`config.mk`:
```
export PLATFORM = sky130hd
export DESIGN_NAME = imm_fifo
export DESIGN_NICKNAME = d
export VERILOG_FILES = /design/src/imm_pkg.sv /design/src/imm_fifo.sv
export SDC_FILE = /design/constraint.sdc
export NUM_CORES = 1
export LEC_CHECK = 0
export BUFFER_PORTS_ARGS = -buffer_cell sky130_fd_sc_hd__clkbuf_2
export CORE_ASPECT_RATIO = 1.2
export CORE_UTILIZATION = 25
export CTS_BUF_LIST = sky130_fd_sc_hd__clkbuf_8
export DETAILED_ROUTE_END_ITERATION = 10
export PLACE_DENSITY = 0.46
export SKIP_LAST_GASP = 1
export SLEW_MARGIN = 5
export SYNTH_ARGS = -nofsm -noshare
export SYNTH_HDL_FRONTEND = slang
export SYNTH_SLANG_ARGS = --single-unit
```
`constraint.sdc`:
```
create_clock -name i_clk -period 3.3 [get_ports i_clk]
set_clock_uncertainty 0.1 [all_clocks]
set_input_delay 0.495 -clock i_clk [delete_from_list [all_inputs] [get_ports i_clk]]
set_output_delay 0.495 -clock i_clk [all_outputs]
set_load 0.01 [all_outputs]
```
`src/imm_pkg.sv`:
```
package imm_pkg;

    // defaults for the top-level parameters
    localparam int MAX_DIM_DEF    = 8;
    localparam int DATA_WIDTH_DEF = 32;

    // fixed field widths
    localparam int OP_W        = 2;
    localparam int IDX_W       = 3;
    localparam int VAL_W       = 32;
    localparam int CFG_W       = 4;
    localparam int CFG_IDX_W   = 2;
    localparam int IN_TDATA_W  = 40;
    localparam int OUT_TDATA_W = 40;

    // command queue between front and back
    localparam int FIFO_DEPTH = 4;
    localparam int FIFO_PTR_W = 2;
    localparam int KIND_W     = 2;

    localparam logic [CFG_W-1:0] CFG_RESET = 4'd2;

    // opcodes on the input stream
    localparam logic [OP_W-1:0] OP_LOAD_A = 2'd0;
    localparam logic [OP_W-1:0] OP_LOAD_B = 2'd1;
    localparam logic [OP_W-1:0] OP_START  = 2'd2;

    // register indexes on the config port
    localparam logic [CFG_IDX_W-1:0] REG_A_ROWS = 2'd0;
    localparam logic [CFG_IDX_W-1:0] REG_A_COLS = 2'd1;
    localparam logic [CFG_IDX_W-1:0] REG_B_ROWS = 2'd2;
    localparam logic [CFG_IDX_W-1:0] REG_B_COLS = 2'd3;

    typedef enum logic [KIND_W-1:0] {
        CMD_LOAD_A,
        CMD_LOAD_B,
        CMD_START
    } t_cmd;

    // effective matrix sizes, already clamped to 1..MAX_DIM
    typedef struct packed {
        logic [CFG_W-1:0] a_rows;
        logic [CFG_W-1:0] a_cols;
        logic [CFG_W-1:0] b_rows;
        logic [CFG_W-1:0] b_cols;
    } t_dims;

    function automatic logic [CFG_W-1:0] eff_dim(input logic [CFG_W-1:0] v,
                                                 input int max_dim);
        logic [CFG_W-1:0] r;
        r = v;
        if (v == '0) begin
            r = CFG_W'(1);
        end else if (int'(v) > max_dim) begin
            r = CFG_W'(max_dim);
        end
        return r;
    endfunction

endpackage

```
`src/imm_fifo.sv`:
```
module imm_fifo #(
    parameter int WIDTH = 40
) (
    input  logic             i_clk,
    input  logic             i_rst_n,
    input  logic             i_push,
    input  logic [WIDTH-1:0] i_data,
    input  logic             i_pop,
    output logic [WIDTH-1:0] o_data,
    output logic             o_empty,
    output logic             o_full
);

    localparam int PW = imm_pkg::FIFO_PTR_W;

    logic [WIDTH-1:0] r_mem [imm_pkg::FIFO_DEPTH];
    logic [PW:0]      r_wr;
    logic [PW:0]      r_rd;

    assign o_empty = (r_wr == r_rd);
    assign o_full  = (r_wr[PW] != r_rd[PW]) && (r_wr[PW-1:0] == r_rd[PW-1:0]);
    assign o_data  = r_mem[r_rd[PW-1:0]];

    always_ff @(posedge i_clk) begin
        if (!i_rst_n) begin
            r_wr <= '0;
            r_rd <= '0;
        end else begin
            if (i_push && !o_full) begin
                r_wr <= r_wr + 1'b1;
            end
            if (i_pop && !o_empty) begin
                r_rd <= r_rd + 1'b1;
            end
        end
    end

    always_ff @(posedge i_clk) begin
        if (i_push && !o_full) begin
            r_mem[r_wr[PW-1:0]] <= i_data;
        end
    end

endmodule

```
==> run metrics <==
run status completed; final-report max-slew violation count 0; width of the die 147 um; combinational power share 25.1%; part of the power in registers 51.3%; Core Region 24800 um^2; fin worst setup slack 0.574 ns; Crit path max-delay family flip-flops; drt first pass iters 4; I/O pin total 86; count of instances resized after the clock tree is built 0; Detailed Place HPWL 7490 um; length of routed wiring on met1 5570 um; Post-synth ARST share 0%; WP buf/inv 2; VDD IR-drop max 0.234 mV; number of register bits inferred by synthesis 168; type of the worst min-delay path in2reg; fin area 7570 um^2; net count after synthesis 326; weighted congestion reported at the end of routability-driven placement 0.791; Core Util, Final 30.6%; pin count of the biggest net entering global routing 27; internal cell power 3930 uW; number of buffers inserted for hold repair after clock tree synthesis 0; via count 3055; required arrival time at the worst endpoint 2.70 ns; standard cell area after detailed placement 7220 um^2; final routed wirelength across all metal layers 12400 um; WL/cell 17.4 um; Skew-Pair Late Insertion Delay 0.44 ns; fraction of layout cells with a size suffix above 1 42.7%; Tmin final 2.73 ns; Critical Path Source Type register; initial antenna violation count 1; Finish-stage setup viols 0; Cell variety after synth 28; crit share post-route 82.6%; Setup TNS 0 ns; fmax 367 MHz; Residual DRC 0; relative slew slack 54.2%; GRT Total Usage 10.1%; Post-layout nets 426; CTS tree done; count of input and output buffers 85; fraction of power consumed by the clock network 23.6%; antenna-violating nets left 0; CP endpoint kind primary output; worst setup path category reg2out; htree depth 4; number of post-CTS setup repair buffers 0; fill cell total of the finished layout 2438; DR iter-0 viols 167; register-to-register setup slack 0.94 ns; total length of routed met2 wires 6080 um; Die Span Y 176 um; tightest hold margin 0.167 ns; DR vias/cell 4.27; clk slew on worst S/H paths 0.09 ns; area added between synthesis and finish 19.7%; Cell Rows 63; net switching fraction of the power 29.6%; static leakage power 0.00251 uW; Arr. time, crit path 2.13 ns; slowest cell on the critical path sky130_fd_sc_hd__dfxtp_4; max-capacitance violation count 0; highest layer used for signal routing met4; number of synthesized flops with an enable pin 160; RSZ-0062 raised after global routing no; Total Die Area 26000 um^2; number of buffers added by the clock tree synthesis step 17; number of global-route vias before repair 3321; number of stages on the worst hold path 1; depth of the most critical reg-to-reg path 4; cell breakdown of the critical path buf_4, mux4_2, clkbuf_2; transition time of the tightest slew-check pin 0.682 ns; sequential area share after synthesis 78.4%; syn avg cell area 22.8 um^2; synthesized netlist cell count 277; logic depth of the worst setup path including buffers 3; pre-CTS setup slack 0.924 ns; Warnings, synthesis 0; area of the multi-input gates 1290 um^2; commonest cells after routing, fill and taps aside sky130_fd_sc_hd__edfxtp_1 (160), sky130_fd_sc_hd__clkbuf_2 (85), sky130_fd_sc_hd__mux4_2 (40); combined area of all synthesized cells 6330 um^2; critical-path maximum fanout 19; clock root buffer sky130_fd_sc_hd__clkbuf_8; initial standard-cell utilization of the core 25.6%; total power divided by cell area 736 nW/um^2; TritonCTS sink count 168; commonest non-fill, non-tap cell in the layout sky130_fd_sc_hd__edfxtp_1; clock tree buffer depth 2; met3 wirelength from detailed routing 670 um; Fin. Hold Viols 0; Synth Flop Type sky130_fd_sc_hd__edfxtp_1; grt ovf 0; FF+latch area 4970 um^2; longest individual stage delay on the worst path 0.62 ns; Switch Pwr 1650 uW; wire length of the first global-routing pass 19200 um
==> registers in the layout, summed over array words and instances (netlist names), named ones only <==
name / flops
r_mem: 160
r_rd: 3
r_wr: 3
==> synth_stat cells (all sizes together), types with 3 or more instances <==
cell type | count | area, um^2
edfxtp | 160 | 4800
clkbuf | 6 | 26.3
xnor2 | 3 | 26.3
nand2 | 3 | 11.3
a211o | 4 | 35.0
ha | 5 | 62.6
xor2 | 3 | 26.3
dfxtp | 8 | 160
o21ai | 4 | 20.0
inv | 5 | 18.8
nand3 | 3 | 15.0
buf | 5 | 41.3
nand3b | 4 | 30.0
and2 | 4 | 25.0
nor3 | 4 | 20.0
mux4 | 40 | 901
==> final cells by class <==
cell class / count / area share [%]
Clock buffer: 17 / 3.09
Tap cell: 325 / 5.37
Timing Repair Buffer: 92 / 7.14
Multi-Input combinational cell: 93 / 17.0
Inverter: 5 / 0.248
Antenna cell: 1 / 0.0330
Sequential cell: 168 / 65.6
Clock inverter: 14 / 1.49
==> metrics by stage <==
step | std cells | total power [uW]
CTS | 714 | 5690
detailed placement | 683 | 4370
global route | 714 | 5890
finish | 715 | 5580
global placement | 683 | 4360
floorplan | 277 | 3760
==> layer usage <==
metal	vias up	global-route usage, %
li1	1366	-
met3	10	3.67
met5	-	0
met1	1607	12.8
met2	72	16.0
met4	0	3.35
==> power by group through the flow <==
stage,clock [uW],sequential (uW),combinational [uW]
final,1320,2860,1400
after global routing,1450,2900,1530
after CTS,1360,2870,1450
after detailed placement,0,2920,1450
after global placement,0,2910,1450
after floorplan,0,2820,940
==> cells by family (layout without fill, tap and decap cells) <==
family / after synthesis / count (layout) / synth area share, %
DFF: 168 / 168 / 78.4
muxes: 40 / 40 / 14.2
and+or+nand+nor: 24 / 24 / 2.14
AOI/OAI and AO/OA: 18 / 18 / 2.00
buffers and inverters: 16 / 128 / 1.36
xor gates and xnor gates: 6 / 6 / 0.831
adders and majority gates: 5 / 5 / 0.989
other: 0 / 1 / 0
==> worst reg2reg max path, delay by kind of cell (launching register included) <==
kind	cells	cell delay, ns
AO/OA/AOI/OAI	1	0.29
XOR/XNOR	1	0.25
flip-flops	1	0.52
buffers and inverters	1	0.28
AND/OR/NAND/NOR	1	0.59
==> final timing paths <==
check	endpoint	startpoint
worst max-delay path	o_data[3]	register
worst max register to register	r_mem[2][16]	r_wr[1]
worst min register to register	r_wr[2]	r_wr[2]
worst min-delay path	r_mem[1][5]	i_data[5]
(Power assumes the default switching activity.)
