===== src/imm_pkg.sv =====
package imm_pkg;

    // defaults for the top-level parameters
    localparam int MAX_DIM_DEF    = 8;
    localparam int DATA_WIDTH_DEF = 32;

    // fixed field widths
    localparam int OP_W        = 2;
    localparam int IDX_W       = 3;
    localparam int VAL_W       = 32;
    localparam int CFG_W       = 4;
    localparam int CFG_IDX_W   = 2;
    localparam int IN_TDATA_W  = 40;
    localparam int OUT_TDATA_W = 40;

    // command queue between front and back
    localparam int FIFO_DEPTH = 4;
    localparam int FIFO_PTR_W = 2;
    localparam int KIND_W     = 2;

    localparam logic [CFG_W-1:0] CFG_RESET = 4'd2;

    // opcodes on the input stream
    localparam logic [OP_W-1:0] OP_LOAD_A = 2'd0;
    localparam logic [OP_W-1:0] OP_LOAD_B = 2'd1;
    localparam logic [OP_W-1:0] OP_START  = 2'd2;

    // register indexes on the config port
    localparam logic [CFG_IDX_W-1:0] REG_A_ROWS = 2'd0;
    localparam logic [CFG_IDX_W-1:0] REG_A_COLS = 2'd1;
    localparam logic [CFG_IDX_W-1:0] REG_B_ROWS = 2'd2;
    localparam logic [CFG_IDX_W-1:0] REG_B_COLS = 2'd3;

    typedef enum logic [KIND_W-1:0] {
        CMD_LOAD_A,
        CMD_LOAD_B,
        CMD_START
    } t_cmd;

    // effective matrix sizes, already clamped to 1..MAX_DIM
    typedef struct packed {
        logic [CFG_W-1:0] a_rows;
        logic [CFG_W-1:0] a_cols;
        logic [CFG_W-1:0] b_rows;
        logic [CFG_W-1:0] b_cols;
    } t_dims;

    function automatic logic [CFG_W-1:0] eff_dim(input logic [CFG_W-1:0] v,
                                                 input int max_dim);
        logic [CFG_W-1:0] r;
        r = v;
        if (v == '0) begin
            r = CFG_W'(1);
        end else if (int'(v) > max_dim) begin
            r = CFG_W'(max_dim);
        end
        return r;
    endfunction

endpackage


===== src/imm_front.sv =====
module imm_front #(
    parameter int MAX_DIM    = imm_pkg::MAX_DIM_DEF,
    parameter int DATA_WIDTH = imm_pkg::DATA_WIDTH_DEF,
    parameter int ADDR_W     = 6,
    parameter int CMD_W      = DATA_WIDTH + ADDR_W + imm_pkg::KIND_W
) (
    input  logic                            i_tvalid,
    output logic                            o_tready,
    input  logic [imm_pkg::IN_TDATA_W-1:0]  i_tdata,
    input  imm_pkg::t_dims                  i_dims,
    input  logic                            i_q_full,
    output logic                            o_push,
    output logic [CMD_W-1:0]                o_cmd
);

    logic [imm_pkg::OP_W-1:0]         op;
    logic [imm_pkg::IDX_W-1:0]        row;
    logic [imm_pkg::IDX_W-1:0]        col;
    logic signed [imm_pkg::VAL_W-1:0] val;
    logic                             in_a;
    logic                             in_b;
    logic                             keep;
    imm_pkg::t_cmd                    kind;
    logic [ADDR_W-1:0]                addr;

    assign op  = i_tdata[1:0];
    assign row = i_tdata[4:2];
    assign col = i_tdata[7:5];
    assign val = i_tdata[39:8];

    assign in_a = ({1'b0, row} < i_dims.a_rows) && ({1'b0, col} < i_dims.a_cols);
    assign in_b = ({1'b0, row} < i_dims.b_rows) && ({1'b0, col} < i_dims.b_cols);

    // loads outside the sizes and the unused opcode are dropped here
    always_comb begin
        case (op)
            imm_pkg::OP_LOAD_A: begin
                keep = in_a;
                kind = imm_pkg::CMD_LOAD_A;
            end
            imm_pkg::OP_LOAD_B: begin
                keep = in_b;
                kind = imm_pkg::CMD_LOAD_B;
            end
            imm_pkg::OP_START: begin
                keep = 1'b1;
                kind = imm_pkg::CMD_START;
            end
            default: begin
                keep = 1'b0;
                kind = imm_pkg::CMD_START;
            end
        endcase
    end

    assign addr = ADDR_W'(row) * ADDR_W'(MAX_DIM) + ADDR_W'(col);

    assign o_tready = !i_q_full;
    assign o_push   = i_tvalid && o_tready && keep;
    assign o_cmd    = {DATA_WIDTH'(val), addr, kind};

endmodule


===== config.mk =====
export PLATFORM = sky130hd
export DESIGN_NAME = imm_front
export DESIGN_NICKNAME = d
export VERILOG_FILES = /design/src/imm_pkg.sv /design/src/imm_front.sv
export SDC_FILE = /design/constraint.sdc
export NUM_CORES = 1
export LEC_CHECK = 0
export ABC_CLOCK_PERIOD_IN_PS = 1500
export BUFFER_PORTS_ARGS = -buffer_cell sky130_fd_sc_hd__buf_2
export CAP_MARGIN = 20
export CORE_MARGIN = 5
export CORE_UTILIZATION = 29
export DETAILED_ROUTE_END_ITERATION = 8
export GPL_TIMING_DRIVEN = 0
export MAX_ROUTING_LAYER = met4
export PLACE_DENSITY = 0.89
export SYNTH_ARGS = -nofsm -noshare
export SYNTH_HDL_FRONTEND = slang
export SYNTH_SLANG_ARGS = --single-unit

===== constraint.sdc =====
create_clock -name vclk -period 1.5
set_input_delay 0.225 -clock vclk [all_inputs]
set_output_delay 0.225 -clock vclk [all_outputs]
set_load 0.05 [all_outputs]

==> results of run 1 <==
## critical path, cell delays in order
cell,delay (ps)
buf_8,100
ha_4,260
a21o_1,120
a31oi_2,40
o32ai_2,330
o22ai_4,110
buf_6,160
## Yosys cell counts
library cell	instances
nand3b_1	1
or2_2	1
clkbuf_1	1
nor2_1	1
o21bai_1	1
nand2b_1	1
nand3_1	1
buf_4	38
a31oi_1	2
nor2b_1	1
o22ai_1	1
nand2b_4	2
ha_1	8
a21o_1	2
inv_1	9
o32ai_1	2
a211oi_2	2
nand2b_2	1
## cell usage in the layout, fill, tap and decap left out
cell type	instances
nor2_1	1
ha_2	1
nor2b_4	1
ha_4	4
clkbuf_1	1
inv_4	2
inv_1	7
nand2b_1	1
buf_4	39
buf_2	63
a31oi_2	2
nand3b_1	1
nand2b_4	2
or2_2	1
a211oi_4	2
nand3_1	1
buf_6	4
o32ai_2	2
o22ai_4	1
ha_1	3
a21o_1	2
buf_8	1
o21bai_1	1
nand2b_2	1
## per-stage QoR
step / instances / hold slack, ps
after floorplan: 75 / 510
after global placement: 170 / 753
after detailed placement: 170 / 753
after CTS: 171 / 753
after global routing: 171 / 755
final: 171 / 752
## layer usage
metal,global-route usage,vias to the layer above,part of all wire
li1,-,342,-
met1,0.136,298,0.30
met2,0.238,45,0.60
met3,0.00817,0,0.10
met4,0,0,0
met5,-,-,0
## power groups by stage
stage | sequential (W) | combinational [W] | clock [W]
after floorplan | 0 | 0.000361 | 0
after global placement | 0 | 0.000460 | 0
after detailed placement | 0 | 0.000467 | 0
after CTS | 0 | 0.000505 | 0
after global routing | 0 | 0.000554 | 0
final | 0 | 0.000522 | 0
## kinds of logic after synthesis
logic type	after synthesis	synth area share
AOI/OAI and AO/OA	10	0.145
adders and majority gates	8	0.173
buffers and inverters	48	0.558
and+or+nand+nor	9	0.123
## cell type report
class,instances,area share
Multi-Input combinational cell,27,0.333
Inverter,9,0.0348
Buffer,39,0.259
Tap cell,27,0.0303
Timing Repair Buffer,69,0.343
## what timing repair did
action / in CTS / in global routing
setup buffers: 1 / 0
cloned: 0 / 0
setup endpoints to repair: 1 / 1
pin swaps: 9 / 4
gates resized for setup: 18 / 6
## final timing paths
kind	startpoint	to	cells after the start
worst max-delay path	i_tdata[4]	o_push	7
worst min-delay path	i_tdata[19]	o_cmd[19]	2
==> metrics.csv, run 1 <==
stage,metric,value,unit
routing,detailed-route vias per instance,4.01,
critical_path,Max Fanout on Critical Path,3,
synthesis,area share of the largest cell type after synthesis,0.494,
routing,routed wire length,2030,um
final_layout,area occupied by registers,0,sq um
grt,number of antenna violations at the first check in global routing,0,
critical_path,arrival time worst endpoint,1350,ps
sta,transition time at the pin with the least slew margin,290,ps
final_layout,area growth from synthesis to layout,93.1,%
final_layout,final core area utilization,0.581,
final_layout,multi-input gate area in the final layout,372,sq um
synthesis,largest cells by area after synthesis,"buf_4 (49%), ha_1 (17%), inv_1 (5.8%)",
min_path,min-delay worst type,primary input to primary output,
placed_design,Place WS,-271,ps
floorplanning,starting density of the core,0.301,
floorplanning,x dimension of the die,54.6,um
floorplanning,total core area,0.00192,sq mm
synthesis,Syn Inst Count,75,
sta,worst rel slew slack,0.807,
synthesis,number of distinct library cell variants in the gate-level netlist after synthesis,18,
synthesis,Ys Warns,0,
sta,total negative setup slack,-76.1,ps
floorplanning,Rows,16,
routing,initial detailed-routing violation count,0,
floorplanning,die height,54.6,um
critical_path,nature of the critical path endpoint,primary output,
clocking,CTS Hold Buffers Added,0,
sta,final-report setup violation count,1,
power_and_ir_drop,Int Power,0.000203,W
routing,drt drc,0,
grt,via count of the first global-routing pass,675,
synthesis,average size of a mapped cell,7.71,sq um
power_and_ir_drop,power density of the placed cells,468,mW/mm^2
grt,overall fraction of global-route tracks in use,0.120,
synthesis,Post-Synthesis Cell Area,578,sq um
final_layout,layout cells sized above 1,0.875,
final_layout,fill cell instance count of the final layout,200,
grt,maximum number of pins on one net before global-route repair,5,
placed_design,IO Port Bufs,68,
sta,final critical-path setup slack,-76.1,ps
final_layout,post-route standard cell area excluding fillers,0.00112,sq mm
status,violated checks,setup timing,
routing,number of nets with antenna violations after detailed routing,0,
floorplanning,area of the die,0.00299,sq mm
placed_design,weighted congestion at the end of routability-driven global placement,0.701,
routing,post-DR wirelength/cell,11.9,um
sta,RSZ-0062 raised after global routing,true,
status,outcome,"finished, violations left",
power_and_ir_drop,part of the total power dissipated in combinational logic,1.000,
sta,post-route clock period utilization,1.05,
placed_design,half-perimeter wire length after detailed placement,1830,um
sta,Slew Limit Fails,0,
floorplanning,num ports,100,
run,Maximum Capacitance Violations,0,
sta,final worst path period need,1580,ps
power_and_ir_drop,Net Sw Frac,0.611,
critical_path,WP data required,1270,ps
final_layout,Antenna diodes,0,
final_layout,number of flip-flops and latches,0,
critical_path,type of the worst setup path,primary input to primary output,
placed_design,Post-DP Area,973,sq um
power_and_ir_drop,Seq pwr share,0,
critical_path,element type at the critical path start,primary input,
grt,remaining global-route overflow,0,
power_and_ir_drop,Total Power,0.000522,W
synthesis,"Seq/Total Area, Yosys",0,
final_layout,clock buffer count in the final layout,0,
power_and_ir_drop,maximum vdd drop,317,uV
routing,overall via count from detail_route,685,
power_and_ir_drop,sw power,0.000319,W
final_layout,number of nets in the layout,212,
grt,global-route wire length before repair,2700,um
sta,number of failing hold endpoints at the final stage,0,
sta,highest clock rate,634,MHz
power_and_ir_drop,leakage power summed over all cells,0.651,nW
routing,number of detailed-route iterations in the first pass,1,
synthesis,dominant cell type by area after synthesis,buf_4,
synthesis,Syn Nets,141,
power_and_ir_drop,part of the power in the clock network,0,
Power figures use the tool's default switching activity.
==> run 2, diff against run 1 <==
BUFFER_PORTS_ARGS = -buffer_cell sky130_fd_sc_hd__clkbuf_2   (was -buffer_cell sky130_fd_sc_hd__buf_2)
==> run 2 against run 1 <==
  * The run still ends with setup timing left
  * Worst hold slack better by 26 ps
  * Setup slack better by 24 ps
  * Design area up 2.8%
  * Flip-flop and latch count unchanged
  * Routed wire length down 2.5%
  * Via count down 0.88%
  * Die area unchanged
  * Sequential share of layout area unchanged
  * Largest power group unchanged
==> metrics.csv, run 2 (synthesis results as in run 1) <==
stage,metric,value,unit
min_path,hold path depth,2,
power_and_ir_drop,part of the total power dissipated in combinational logic,1.000,
final_layout,final cell count without fillers,170,
power_and_ir_drop,Net Sw Frac,0.609,
final_layout,area growth from synthesis to layout,98.5,%
sta,final worst path period need,1550,ps
power_and_ir_drop,Seq pwr share,0,
floorplanning,Rows,16,
sta,post-route clock period utilization,1.03,
routing,overall via count from detail_route,679,
routing,post-DR wirelength/cell,11.6,um
placed_design,Place WS,-246,ps
floorplanning,starting density of the core,0.301,
power_and_ir_drop,sw power,0.000326,W
critical_path,WP data required,1270,ps
routing,drt drc,0,
grt,overall fraction of global-route tracks in use,0.110,
placed_design,IO Port Bufs,68,
routing,initial detailed-routing violation count,3,
critical_path,arrival time worst endpoint,1330,ps
placed_design,weighted congestion at the end of routability-driven global placement,0.699,
power_and_ir_drop,leakage power summed over all cells,0.665,nW
sta,RSZ-0062 raised after global routing,true,
final_layout,area occupied by registers,0,sq um
critical_path,type of the worst setup path,primary input to primary output,
grt,GR Util met3,0.0191,
run,Maximum Capacitance Violations,0,
floorplanning,x dimension of the die,54.6,um
grt,global-route wire length before repair,2480,um
floorplanning,area of the die,0.00299,sq mm
floorplanning,total core area,0.00192,sq mm
power_and_ir_drop,power density of the placed cells,467,mW/mm^2
min_path,hold path startpoint,i_tdata[32],
routing,routed wire length,1980,um
grt,via count of the first global-routing pass,624,
grt,remaining global-route overflow,0,
final_layout,"commonest cells after routing, fill and taps aside","clkbuf_2 (61), buf_4 (39), inv_1 (5), ha_4 (5)",
final_layout,most common library cell in the layout ignoring fill and taps,clkbuf_2,
final_layout,final core area utilization,0.597,
sta,final critical-path setup slack,-51.7,ps
grt,global-route layer with the greatest usage,met2,
final_layout,number of flip-flops and latches,0,
sta,worst rel slew slack,0.809,
critical_path,nature of the critical path endpoint,primary output,
routing,detailed-route vias per instance,3.99,
power_and_ir_drop,part of the power in the clock network,0,
grt,number of antenna violations at the first check in global routing,0,
sta,transition time at the pin with the least slew margin,288,ps
power_and_ir_drop,maximum vdd drop,341,uV
status,outcome,"finished, violations left",
critical_path,Max Fanout on Critical Path,1,
sta,highest clock rate,644,MHz
min_path,endpoint of the worst hold path,o_cmd[32],
critical_path,element type at the critical path start,primary input,
final_layout,fill cell instance count of the final layout,183,
power_and_ir_drop,Int Power,0.000210,W
grt,GRT met1 Usage,0.122,
status,violated checks,setup timing,
placed_design,half-perimeter wire length after detailed placement,1810,um
final_layout,Antenna diodes,0,
floorplanning,die height,54.6,um
placed_design,total placed cells including tap cells,170,
grt,met2 Track Usage GR,0.205,
floorplanning,num ports,100,
routing,number of detailed-route iterations in the first pass,2,
sta,minimum hold slack,778,ps
sta,number of failing hold endpoints at the final stage,0,
routing,number of nets with antenna violations after detailed routing,0,
power_and_ir_drop,Total Power,0.000536,W
min_path,min-delay worst type,primary input to primary output,
final_layout,clock buffer count in the final layout,0,
grt,maximum number of pins on one net before global-route repair,5,
final_layout,layout cells sized above 1,0.895,
clocking,number of setup buffers added after CTS,0,
sta,final-report setup violation count,1,
final_layout,number of nets in the layout,211,
sta,Slew Limit Fails,0,
-- run 2: worst max-delay path, stage by stage --
cell	delay, ps
buf_6	100
inv_4	50
ha_4	200
a211oi_4	270
o32ai_4	130
o22ai_4	190
buf_8	160
-- run 2: per-layer routing --
layer  vias to the layer above  routed length [um]
li1                        342                   -
met1                       285                 584
met2                        50                1150
met3                         2                 230
met4                         0                  15
met5                         -                   0
-- run 2: through the flow --
| step | TNS (ps) | instance area, sq um |
|---|---|---|
| 2_1_floorplan | 0 | 599 |
| 3_3_place_gp | -262 | 973 |
| 3_5_place_dp | -246 | 973 |
| 4_1_cts | -87.6 | 1050 |
| 5_1_grt | -109 | 1150 |
| 6_report | -51.7 | 1150 |
-- run 2: power groups by stage --
stage	registers (W)	clock network [W]	logic [W]
after floorplan	0	0	0.000361
after detailed placement	0	0	0.000467
after CTS	0	0	0.000492
after global routing	0	0	0.000565
final	0	0	0.000536
after global placement	0	0	0.000461
-- run 2: timing repair --
action                                 in CTS  in global routing
resized for setup                          10                 21
gates cloned                                0                  0
hold buffers                                0                  0
endpoints found under the hold margin       0                  0
pin swaps                                   1                  9
setup endpoints to repair                   1                  1
-- run 2: worst max path at each step --
stage / depth (start not counted) / from / end
after floorplan: 6 / i_dims[14] / o_push
after global placement: 7 / i_tdata[7] / o_push
after detailed placement: 7 / i_tdata[7] / o_push
after CTS: 6 / i_tdata[3] / o_push
after global routing: 7 / i_dims[5] / o_push
final: 7 / i_dims[5] / o_push
-- run 2: final cells by class --
class / instances / area [sq um] / share of cell area
Multi-Input combinational cell: 27 / 397 / 0.346
Inverter: 9 / 38.8 / 0.0338
Tap cell: 27 / 33.8 / 0.0294
Timing Repair Buffer: 68 / 389 / 0.339
Buffer: 39 / 289 / 0.252
